<file path="config.mk">
export PLATFORM = sky130hd
export DESIGN_NAME = tbp_ram
export DESIGN_NICKNAME = d
export VERILOG_FILES = /design/src/rtl/core/tbp_ram.sv
export SDC_FILE = /design/constraint.sdc
export NUM_CORES = 1
export LEC_CHECK = 0
export BUFFER_PORTS_ARGS = -buffer_cell sky130_fd_sc_hd__buf_2
export CAP_MARGIN = 20
export CORE_ASPECT_RATIO = 1.75
export CORE_MARGIN = 5
export CORE_UTILIZATION = 40
export CTS_BUF_LIST = sky130_fd_sc_hd__clkbuf_16
export DETAILED_ROUTE_END_ITERATION = 10
export HOLD_SLACK_MARGIN = 0.15
export PLACE_DENSITY = 0.64
export SETUP_SLACK_MARGIN = 0.02
export SLEW_MARGIN = 10
export SYNTH_ARGS = -nofsm -noshare
export SYNTH_HDL_FRONTEND = slang
export SYNTH_SLANG_ARGS = --single-unit
</file>
<file path="constraint.sdc">
create_clock -name clk -period 2.2 [get_ports clk]
set_clock_uncertainty 0.05 [all_clocks]
set_input_delay 0.44 -clock clk [delete_from_list [all_inputs] [get_ports clk]]
set_output_delay 0.44 -clock clk [all_outputs]
set_load 0.02 [all_outputs]
</file>
<file path="src/rtl/core/tbp_ram.sv">
// tbp_ram: generic single write port ram with registered read
// no dependencies
module tbp_ram #(
	parameter int WIDTH = 8,
	parameter int DEPTH = 16
) (
	input  logic                                      clk,
	input  logic                                      we,
	input  logic [((DEPTH > 1) ? $clog2(DEPTH) : 1)-1:0] waddr,
	input  logic [WIDTH-1:0]                          wdata,
	input  logic [((DEPTH > 1) ? $clog2(DEPTH) : 1)-1:0] raddr,
	output logic [WIDTH-1:0]                          rdata
);
	logic [WIDTH-1:0] mem [DEPTH];

	always_ff @(posedge clk) begin
		if (we) begin
			mem[waddr] <= wdata;
		end
		rdata <= mem[raddr];
	end
endmodule

</file>
# Yosys cells after proc, flatten, opt, wreduce, memory -nomap -nowiden
# Memories as Yosys holds them, arrays and structs flattened. A register that Yosys moved wholly into a read port is not among the register bits.
# Index checks and enable logic that the tools add are counted.
[totals]
regBits = 0
ram_bits = 128
input_bits = 18
out_inout_bits = 8
memories = 1
[classes]
n_mux = 2
[memory_table]
columns = ["memory", "words", "word_bits", "read_ports", "rd_clocked_by_memory_dff", "wr", "line", "rtl"]
rows = [
  ["mem", 16, 8, 1, 1, 1, "14", "logic [WIDTH-1:0] mem [DEPTH];"],
]
[ops]
columns = ["cell", "count"]
rows = [
  ["1-bit 2-to-1 mux", 2],
]

# Logic depth before layout (Yosys ltp)
[depth]
word_depth = 2
depth_mapped = 5
ltp_nobuf = 3

# Worst setup path before layout
# Ideal clock, no wire load.
[synth_timing]
path_kind = "input to register"
from = "in waddr[2] in the netlist's numbering"
to = "mem mem[0][0] (enable)"
setup_time_ps = 383
arrival_time_ps = 1550
required_ps = 1767
slack_ps = 217
path_stages = 2
path_buffers = 0
cell_sequence = "or3b_2 -> nor3_1"
[synth_rtl]
columns = ["element", "line", "rtl"]
rows = [
  ["start: declaration", "9", "input logic [((DEPTH > 1) ? $clog2(DEPTH) : 1)-1:0] waddr,"],
  ["end: declaration", "14", ""],
]
# Straight into the memory's write port.

==> out/qor.yml <==
outcome: "completed"
power_leakage_nw: 2.08
ant_nets: 0
layout_commonest_cell: "edfxtp_1"
grt_antenna_before_repair: 0
hpwl_um: 6670
initial_utilization: 0.402
syn_area_sq_um: 5150
grt_pass1_wl_um: 15400
finalHoldViolCount: 0
clock-root-buffer: "clkbuf_16"
diodes: 0
dieArea_sq_um: 15300
critPathLaunchType: "input pin"
fillers: 1106
synthToLayoutAreaGrowth_pct: 19.3
grt_remaining_overflow: 0
drt_pass1_iterations: 5
worstMarginPinSlew_ps: 436
cts.path.max_buffers: 2
initialDrtViolationCount: 266
switchingPower_mw: 1.18
cp_top_family: "multiplexers"
path_cells: "buf_2 -> buf_12 -> mux4_1 -> a22oi_1 -> nand2_1"
place_congestion: 0.797
arrival_ps: 1780
syn_inst: 229
fin_crit_ps: 1540
drive_above_1_share: 0.311
htreeDepth: 4
power_frac_comb: 0.049
std_cell_rows: 55
fp.dieW_um: 95.8
hold_buffers: 0
path_class: "input pin to register"
setup-tns-final_ps: 0
ys_ff_latch: 136
grt_pass1_vias: 2602
core-area_sq_um: 12800
clk_pin_slew_ps: 60
synth_area_per_cell_sq_um: 22.5
hold_class: "input pin to register"
grt_usage: 0.142
pwr-share-seq: 0.499
wl_um: 9840
yosysSeqAreaShare: 0.778
slowest_stage: "mux4_1"
layout_setup_ws_ps: 656
clk_latency_ps: 400
crit_buf_inv: 2
cts_buffers: 17
grt_max_degree: 33
maxCapViolations: 0
ys_warn_count: 0
cts_sinks: 136
maxSlewHeadroom: 0.708
cts_tree: "yes"
die_h_um: 160
cts_setup_buffers: 0
via_per_inst: 5.20
drc_errors: 0
cts-resized-gates: 0
p_int_mw: 4.66
vias: 2429
setup-violations-final: 0
synthDistinctLibCells: 19
nets: 301
path_max_fanout: 32
drv_slew: 0
port-buffer-count: 25
whs_ps: 360
switching_share: 0.202
timing.final.crit_share: 0.702
cpPeakStageDelay_ps: 610
boundaryPins: 26
critPathRequiredTime_ps: 2440
dp_slack_ps: 221
p_per_area_nw_per_um2: 951
wl_per_cell_um: 21.1
power.share.clock: 0.452
ir_worst_vdd_mv: 0.519
fmax_mhz: 648
synth_nets: 247
worst_setup_path_end_kind: "register"
final_cell_mix: "128 x edfxtp_1, 25 x buf_2, 18 x mux4_2, 18 x buf_4, 17 x clkbuf_16"
rsz0062_at_grt: "false"
## final cells by class
class / count / area [sq um] / share of cell area
clock inverter: 15 / 138 / 0.0224
multi-input combinational: 83 / 1060 / 0.172
tap: 171 / 214 / 0.0349
timing repair buffer: 45 / 300 / 0.0489
clock buffer: 17 / 425 / 0.0693
sequential: 136 / 4000 / 0.652
## power groups by stage
stage | logic (mW) | registers [mW] | clock network (mW)
2_1_floorplan | 0.147 | 2.98 | 0
3_3_place_gp | 0.280 | 2.97 | 0
3_5_place_dp | 0.289 | 2.97 | 0
4_1_cts | 0.290 | 2.92 | 2.68
5_1_grt | 0.310 | 2.92 | 2.81
6_report | 0.283 | 2.91 | 2.64
## final timing paths
path              depth (start not counted)   endpoint  startpoint  slack (ps)
setup / recovery                          5   rdata[1]    raddr[0]         660
hold / removal                            1  mem[7][4]    wdata[4]         360
setup reg to reg                          3   rdata[1]   mem[1][1]         780
hold reg to reg                           3   rdata[3]  mem[12][3]         630
## cells by family (layout without fill, tap and decap cells)
family,count (synthesis),in the layout,share of synthesized area
flops,136,136,0.778
mux,32,32,0.150
buf+inv,10,77,0.0168
compound gates,16,16,0.0233
simple gates,35,35,0.0318
## flip-flops by register name, indices dropped and copies added, names as in the netlist
register,cells
mem,128
rdata,8
## Yosys cell counts
| cell | n | area share |
|---|---|---|
| mux4_1 | 14 | 0.071 |
| nor2_1 | 13 | 0.0095 |
| nand3_1 | 1 | 0.00097 |
| nand3b_1 | 2 | 0.0029 |
| mux4_2 | 18 | 0.079 |
| clkdlybuf4s25_2 | 3 | 0.0058 |
| edfxtp_1 | 128 | 0.75 |
| nand2_1 | 9 | 0.0066 |
| nand2b_1 | 2 | 0.0024 |
| buf_2 | 3 | 0.0029 |
| or3b_2 | 1 | 0.0017 |
| nor3_1 | 4 | 0.0039 |
| and2_1 | 1 | 0.0012 |
| buf_4 | 1 | 0.0015 |
| nor2b_1 | 1 | 0.0012 |
| a22oi_1 | 16 | 0.023 |
| dfxtp_1 | 8 | 0.031 |
| and2b_1 | 1 | 0.0015 |
| buf_6 | 3 | 0.0066 |
## stage by stage
stage | std cells | power, mW | util | instance area [sq um]
after floorplan | 229 | 3.13 | - | 5150
after global routing | 467 | 6.04 | 0.480 | 6140
after detailed placement | 435 | 3.26 | 0.436 | 5580
after global placement | 435 | 3.25 | 0.436 | 5580
after CTS | 467 | 5.88 | 0.480 | 6140
final | 467 | 5.84 | 0.480 | 6140
## routing by layer
metal  GRT usage  up-vias  part of all wire
li1            -     1076                 -
met1       0.161     1258              0.36
met2       0.247       82              0.57
met3      0.0396       13             0.051
met4      0.0557        0             0.020
met5           0        -                 0
No activity file was read; power rests on OpenSTA's default activity.
