$ cat config.mk
export PLATFORM = sky130hd
export DESIGN_NAME = tbp_alu
export DESIGN_NICKNAME = d
export VERILOG_FILES = /design/src/rtl/core/tbp_pkg.sv /design/src/rtl/core/tbp_alu.sv
export SDC_FILE = /design/constraint.sdc
export NUM_CORES = 2
export LEC_CHECK = 0
export BUFFER_PORTS_ARGS = -buffer_cell sky130_fd_sc_hd__buf_2
export CORE_ASPECT_RATIO = 0.5
export CORE_MARGIN = 2
export CORE_UTILIZATION = 57
export DETAILED_ROUTE_END_ITERATION = 8
export PLACE_DENSITY = 0.82
export REMOVE_ABC_BUFFERS = 1
export SYNTH_ARGS = -nofsm -noshare
export SYNTH_HDL_FRONTEND = slang
export SYNTH_SLANG_ARGS = --single-unit
$ cat constraint.sdc
create_clock -name vclk -period 7.43
set_input_delay 0.743 -clock vclk [all_inputs]
set_output_delay 0.743 -clock vclk [all_outputs]
set_load 0.005 [all_outputs]
$ cat src/rtl/core/tbp_pkg.sv
// tbp_pkg: shared types, widths and constants of the token bucket policer
// no dependencies; imported by tbp_alu and per_interface_token_bucket_policer
package tbp_pkg;

	localparam int IFACE_COUNT = 256;
	localparam int IDX_W       = (IFACE_COUNT > 1) ? $clog2(IFACE_COUNT) : 1;

	localparam int REQ_W   = 8;
	localparam int LEN_W   = 18;
	localparam int NOW_W   = 64;
	localparam int RATE_W  = 40;
	localparam int TOK_W   = 40;
	localparam int CNT_W   = 64;
	localparam int ACC_W   = NOW_W + RATE_W;
	localparam int DIGIT_W = 8;
	localparam int MUL_STEPS  = RATE_W / DIGIT_W;
	localparam int RCP_STEPS  = 6;
	localparam int BACK_STEPS = 3;
	localparam int DIV_W   = 30;
	localparam int DIV_SH  = 9;
	localparam int DVD_W   = 62;
	localparam int RCP_SH  = 62;
	localparam int CAP_SH  = 41;
	localparam int QUO_W   = CAP_SH;
	localparam int REF_W   = CAP_SH + 1;
	localparam int STEP_W  = 3;

	localparam logic [DIV_W-1:0] NS_PER_SEC = 30'd1000000000;
	localparam logic [REF_W-1:0] REFILL_CAP = 42'h200_0000_0000;

	// odd part of one second in ns and its truncated reciprocal scaled by 2^62
	localparam logic [NOW_W-1:0] DIV_D   = NOW_W'(NS_PER_SEC) >> DIV_SH;
	localparam logic [NOW_W-1:0] RECIP_M = (64'd1 << RCP_SH) / DIV_D;

	localparam logic [STEP_W-1:0] MUL_LAST  = STEP_W'(MUL_STEPS - 1);
	localparam logic [STEP_W-1:0] RCP_LAST  = STEP_W'(RCP_STEPS - 1);
	localparam logic [STEP_W-1:0] BACK_LAST = STEP_W'(BACK_STEPS - 1);

	localparam logic OP_PACKET = 1'b0;
	localparam logic OP_LIMIT  = 1'b1;

	localparam logic [1:0] ST_UNLIMITED = 2'd0;
	localparam logic [1:0] ST_PASS      = 2'd1;
	localparam logic [1:0] ST_DROP      = 2'd2;
	localparam logic [1:0] ST_LIMIT     = 2'd3;

	typedef struct packed {
		logic [RATE_W-1:0] rate;
		logic [RATE_W-1:0] burst;
		logic [TOK_W-1:0]  tokens;
		logic [NOW_W-1:0]  stamp;
	} tbp_row_t;

	localparam int ROW_W = $bits(tbp_row_t);

	typedef enum logic [3:0] {
		S_IDLE,
		S_READ,
		S_DECIDE,
		S_MUL,
		S_CHECK,
		S_RECIP,
		S_BACK,
		S_FIX,
		S_REFILL,
		S_JUDGE
	} tbp_state_t;

	typedef enum logic {
		ALU_MAC,
		ALU_FIX
	} tbp_alu_op_t;

	typedef struct packed {
		tbp_alu_op_t        op;
		logic [DIGIT_W-1:0] digit;
	} tbp_alu_ctrl_t;

endpackage

$ cat src/rtl/core/tbp_alu.sv
// tbp_alu: shared arithmetic step, multiply-accumulate digit or quotient correction compare
// depends on tbp_pkg
module tbp_alu (
	input  tbp_pkg::tbp_alu_ctrl_t        ctrl,
	input  logic [tbp_pkg::ACC_W-1:0]     acc,
	input  logic [tbp_pkg::NOW_W-1:0]     multiplicand,
	output logic [tbp_pkg::ACC_W-1:0]     acc_next,
	output logic                          quo_bit
);
	import tbp_pkg::*;

	logic [NOW_W+DIGIT_W-1:0] prod;
	logic [NOW_W-1:0]         residual;

	always_comb begin
		prod     = multiplicand * ctrl.digit;
		residual = multiplicand - acc[NOW_W-1:0];
		acc_next = acc;
		quo_bit  = 1'b0;
		case (ctrl.op)
			ALU_MAC: begin
				acc_next = {acc[ACC_W-DIGIT_W-1:0], {DIGIT_W{1'b0}}} + ACC_W'(prod);
			end
			ALU_FIX: begin
				quo_bit = residual >= DIV_D;
			end
			default: begin
				acc_next = acc;
			end
		endcase
	end
endmodule

---- Word-level counts from Yosys, hierarchy flattened ----
Cells that the tools add are included.
operators by class
  add/sub/neg operators ................... 2
  multiply operators ...................... 1
  magnitude comparators ................... 1
  mux-type cells .......................... 2
operators by type and width
  cell                    number
  $add A104 B72 Y104      1
  $mux W104               1
  $mul A64 B8 Y72         1
  $ge A64 B21 Y1 const B  1
  $sub A64 B64 Y64        1
  $mux W1                 1
word-level totals
  register bits after elaboration ......... 0
  input port bits ......................... 177
  output and inout port bits .............. 105
  logic and storage cells ................. 6

---- Logic depth before layout (Yosys ltp) ----
  depth after elaboration ................. 3
  gate-level depth with buffers ........... 25
  gate-level depth less buffers ........... 22

---- Worst setup path before layout ----
No wires, ideal clock.
  path type ............................... in2out
  start point ............................. in ctrl[7] (netlist bit)
  end point ............................... out acc_next[102] (netlist bit)
  data arrival time ....................... 6.422 ns
  data required time ...................... 6.687 ns
  setup slack ............................. 0.265 ns
  cell stages on the path ................. 24
  path buffers ............................ 3
  cells stage by stage .................... clkbuf_1 > clkbuf_1 > nand2_1 > fa_1 > fa_1 > inv_1 > fa_1 > inv_1 > fa_1 > inv_1 > ha_1 > o21ai_1 > a211oi_2 > o211ai_1 > a21oi_2 > o31ai_1 > a2111oi_4 > o2111ai_2 > a2111oi_4 > o21ai_2 > buf_6 > a211oi_1 > xnor2_1 > o21ai_1
on the way
  word-level cells in the longest chain between the ends .. 3
ends and longest elaborated chain
  element             RTL line       text
  start: declaration  tbp_alu.sv:4   input tbp_pkg::tbp_alu_ctrl_t ctrl,
  $mul A64 B8 Y72     tbp_alu.sv:16  prod = multiplicand * ctrl.digit;
  $add A104 B72 Y104  tbp_alu.sv:22  acc_next = {acc[ACC_W-DIGIT_W-1:0], {DIGIT_W{1'b0}}} + ACC_W'(prod);
  $mux W104           tbp_alu.sv:20  case (ctrl.op)
  end: declaration    tbp_alu.sv:7   output logic [tbp_pkg::ACC_W-1:0] acc_next,
No other way between the ends.

---- Worst setup path after layout ----
  start point ............................. in ctrl[4] (netlist bit)
  end point ............................... out acc_next[92] (netlist bit)
Same word-level chain as after synthesis.

==> impl_metrics.csv <==
group,metric,value,unit
global_routing,grt_first_pass_wirelength,131.1,mm
place,dp_hpwl,69.05,mm
detailed_routing,drc,0,
finish,regArea,0,sq um
sta,holdWs,1.767,ns
global_routing,busiest_layer,"met2",
global_routing,use_met1,45.85,%
yosys,yosysSeqAreaShare,0,%
power_and_ir_drop,leakage,14.95,nW
yosys,ys_warn_count,0,
place,gp_congestion,1.027,
hold_path,min_path_type,"primary input to output port",
detailed_routing,via_count,25639,
finish,n_clock_buffer,0,
run,max_cap_viol_count,0,
detailed_routing,drtAntennaViolNets,0,
setup_path,cp-start-kind,"primary input",
detailed_routing,wl,89.21,mm
clocking,ctsHoldBuffers,0,
yosys,synth.distinct_cells,91,
floorplan,die_h,150.9,microns
setup_path,cp_max_fo,7,
setup_path,crit_type,"primary input to output port",
finish,numSequentialCells,0,
finish,final_cells,4230,
yosys,syn_avg_cell_area,7.682,sq um
setup_path,crit_required,6.69,ns
place,io_buffers,282,
power_and_ir_drop,powerDensity,459.6,nW/um^2
sta,hold_viol,0,
sta,setup_violations,20,
sta,rsz0062_at_grt,"true",
sta,max_freq,0.1325,GHz
outcome,violations,"negative setup slack",
floorplan,die_area,44940,sq um
floorplan,io-pin-count,282,
sta,setup_slack,-0.1152,ns
sta,min_period,7.545,ns
global_routing,grt_max_degree,119,
global_routing,grt.total_usage,36.58,%
detailed_routing,dr.first_iter.drc_count,2822,
floorplan,initial_core_util,58.16,%
global_routing,grt_pass1_vias,24980,
global_routing,grt_antenna_before_repair,7,
global_routing,overflow,0,
yosys,syn_area,24600,sq um
place,dp_cells,4189,
finish,nNetsFinal,4425,
yosys,synthCells,3203,
detailed_routing,viasPerCell,6.061,
finish,drive_gt1_share,20.98,%
detailed_routing,drt_first_pass_iters,8,
setup_path,arrival,6.80,ns
detailed_routing,wl_per_cell,21.09,microns
power_and_ir_drop,ir_drop,0.3357,mV
outcome,status,"finished, violations left",
sta,worst_slew_pin_slew,1.070,ns
global_routing,met2_usage,61.57,%
global_routing,grt.met3_usage,7.215,%
floorplan,die_x,297.8,microns
sta,slew_viol_final,0,
sta,period_share,101.6,%
floorplan,core-area,42310,sq um
sta,maxSlewHeadroom,28.66,%
setup_path,end_kind,"output port",
finish,synthToLayoutAreaGrowth,22.00,%
floorplan,row_count,53,
==> power by group <==
group          switching [mW]    total [mW]  internal (mW)
combinational            7.63          13.8           6.17
clock                       0  0.0000000723   0.0000000722
sequential                  0             0              0
total                    7.63          13.8           6.17
==> Yosys cell counts, types with 5 or more instances <==
library cell  instances  share of area [%]
nand2b_1             21               0.53
o21a_1               29               0.88
a21oi_1             172                3.5
or3_1                 5               0.13
o211a_1               5               0.20
fa_1                436                 35
nor3_1               38               0.77
o21ai_0             181                3.7
and3_1               19               0.48
o2111ai_1             6               0.21
nand3_1              50                1.0
buf_2                15               0.31
o21bai_1             22               0.67
xor2_1               39                1.4
nand4_1              58                1.5
o221ai_1              5               0.18
nor2_1              106                1.6
a221oi_1              8               0.28
xnor2_1              78                2.8
a21boi_0             11               0.34
o311ai_0              5               0.18
or4_1                 5               0.15
o21ai_1              13               0.26
inv_1               549                8.4
and2_1              388                9.9
mux2i_1              10               0.41
o31a_1                5               0.18
mux2_2                9               0.41
clkbuf_1            117                1.8
nor2b_1              19               0.48
ha_1                163                8.3
a211oi_1             12               0.37
nor4_1               14               0.36
a31oi_1              15               0.38
o31ai_1              10               0.31
o211ai_1             15               0.46
a21o_1               70                2.1
nand2_1             384                5.9
==> final cells by class <==
type	count	area, sq um
diodes	6	15.01
repair buffers	583	4303
well taps	577	721.9
inverters	550	2064
multi-input cells	2514	22910
fillers	3190	12290
==> logic make-up (layout without fill, tap and decap cells) <==
group / after synthesis / in the layout / synth area share [%]
AO/OA/AOI/OAI: 648 / 648 / 16.97
XOR/XNOR: 117 / 117 / 4.165
adder cells (fa/ha/maj): 599 / 599 / 43.76
buffers and inverters: 689 / 1133 / 10.70
multiplexers: 19 / 19 / 0.8187
other: 0 / 6 / 0
AND/OR/NAND/NOR: 1131 / 1131 / 23.57
==> placed cells by master, fill, tap and decap left out, types with 49 or more instances in the layout <==
cell type  instances
inv_1            540
fa_1             425
and2_1           374
nand2_1          373
buf_2            271
buf_4            252
o21ai_0          161
a21oi_1          150
ha_1             135
nor2_1           101
xnor2_1           75
a21o_1            70
nand4_1           58
nand3_1           49
==> final timing paths <==
kind / from / to / depth (start not counted)
worst min-delay path: acc[13] / acc_next[13] / 4
worst max-delay path: ctrl[4] / acc_next[92] / 25
==> worst max-delay path, stage by stage <==
cell	delay, ns
buf_8	0.14
buf_12	0.16
and2_1	0.17
fa_2	0.54
fa_1	0.44
fa_1	0.55
inv_1	0.09
fa_1	0.50
inv_2	0.05
ha_4	0.29
nand2_1	0.10
o21ai_1	0.25
o211ai_1	0.17
a21oi_2	0.19
buf_6	0.14
o31ai_4	0.09
a2111oi_4	0.40
buf_6	0.20
o2111ai_4	0.16
a2111oi_4	0.47
o21ai_4	0.16
a2111oi_4	0.39
xnor2_1	0.17
o21ai_1	0.07
buf_2	0.16
==> routing by layer <==
metal	share of wire, %	wire [microns]	vias to the layer above
met2	45	40570	1648
met5	0.010	9	-
met1	36	32050	12353
met3	12	10650	408
met4	6.6	5931	2
li1	-	-	11228
==> timing repair <==
| item | 4_1_cts | 5_1_grt |
|---|---|---|
| resized for setup | 60 | 195 |
| cloned | 0 | 12 |
| buffers inserted | 8 | 18 |
| endpoints found under the hold margin | 0 | 0 |
| endpoints found under the setup margin | 57 | 50 |
| pin swaps | 26 | 124 |
==> per-stage QoR <==
step                      util (%)  setup slack (ns)  cell area [sq um]  TNS [ns]  power [mW]
final                        70.95           -0.1152              30020    -1.034       13.80
after global routing         70.94           -0.2154              30010    -4.092       14.80
after CTS                    67.79         0.0001896              28680         0       12.16
after detailed placement     67.00           -0.7225              28350    -22.76       11.83
after global placement       67.00           -0.6454              28350    -16.19       11.61
after floorplan                  -            0.6776              24040         0       6.740
Note: power is estimated with default switching activity, not from simulation.
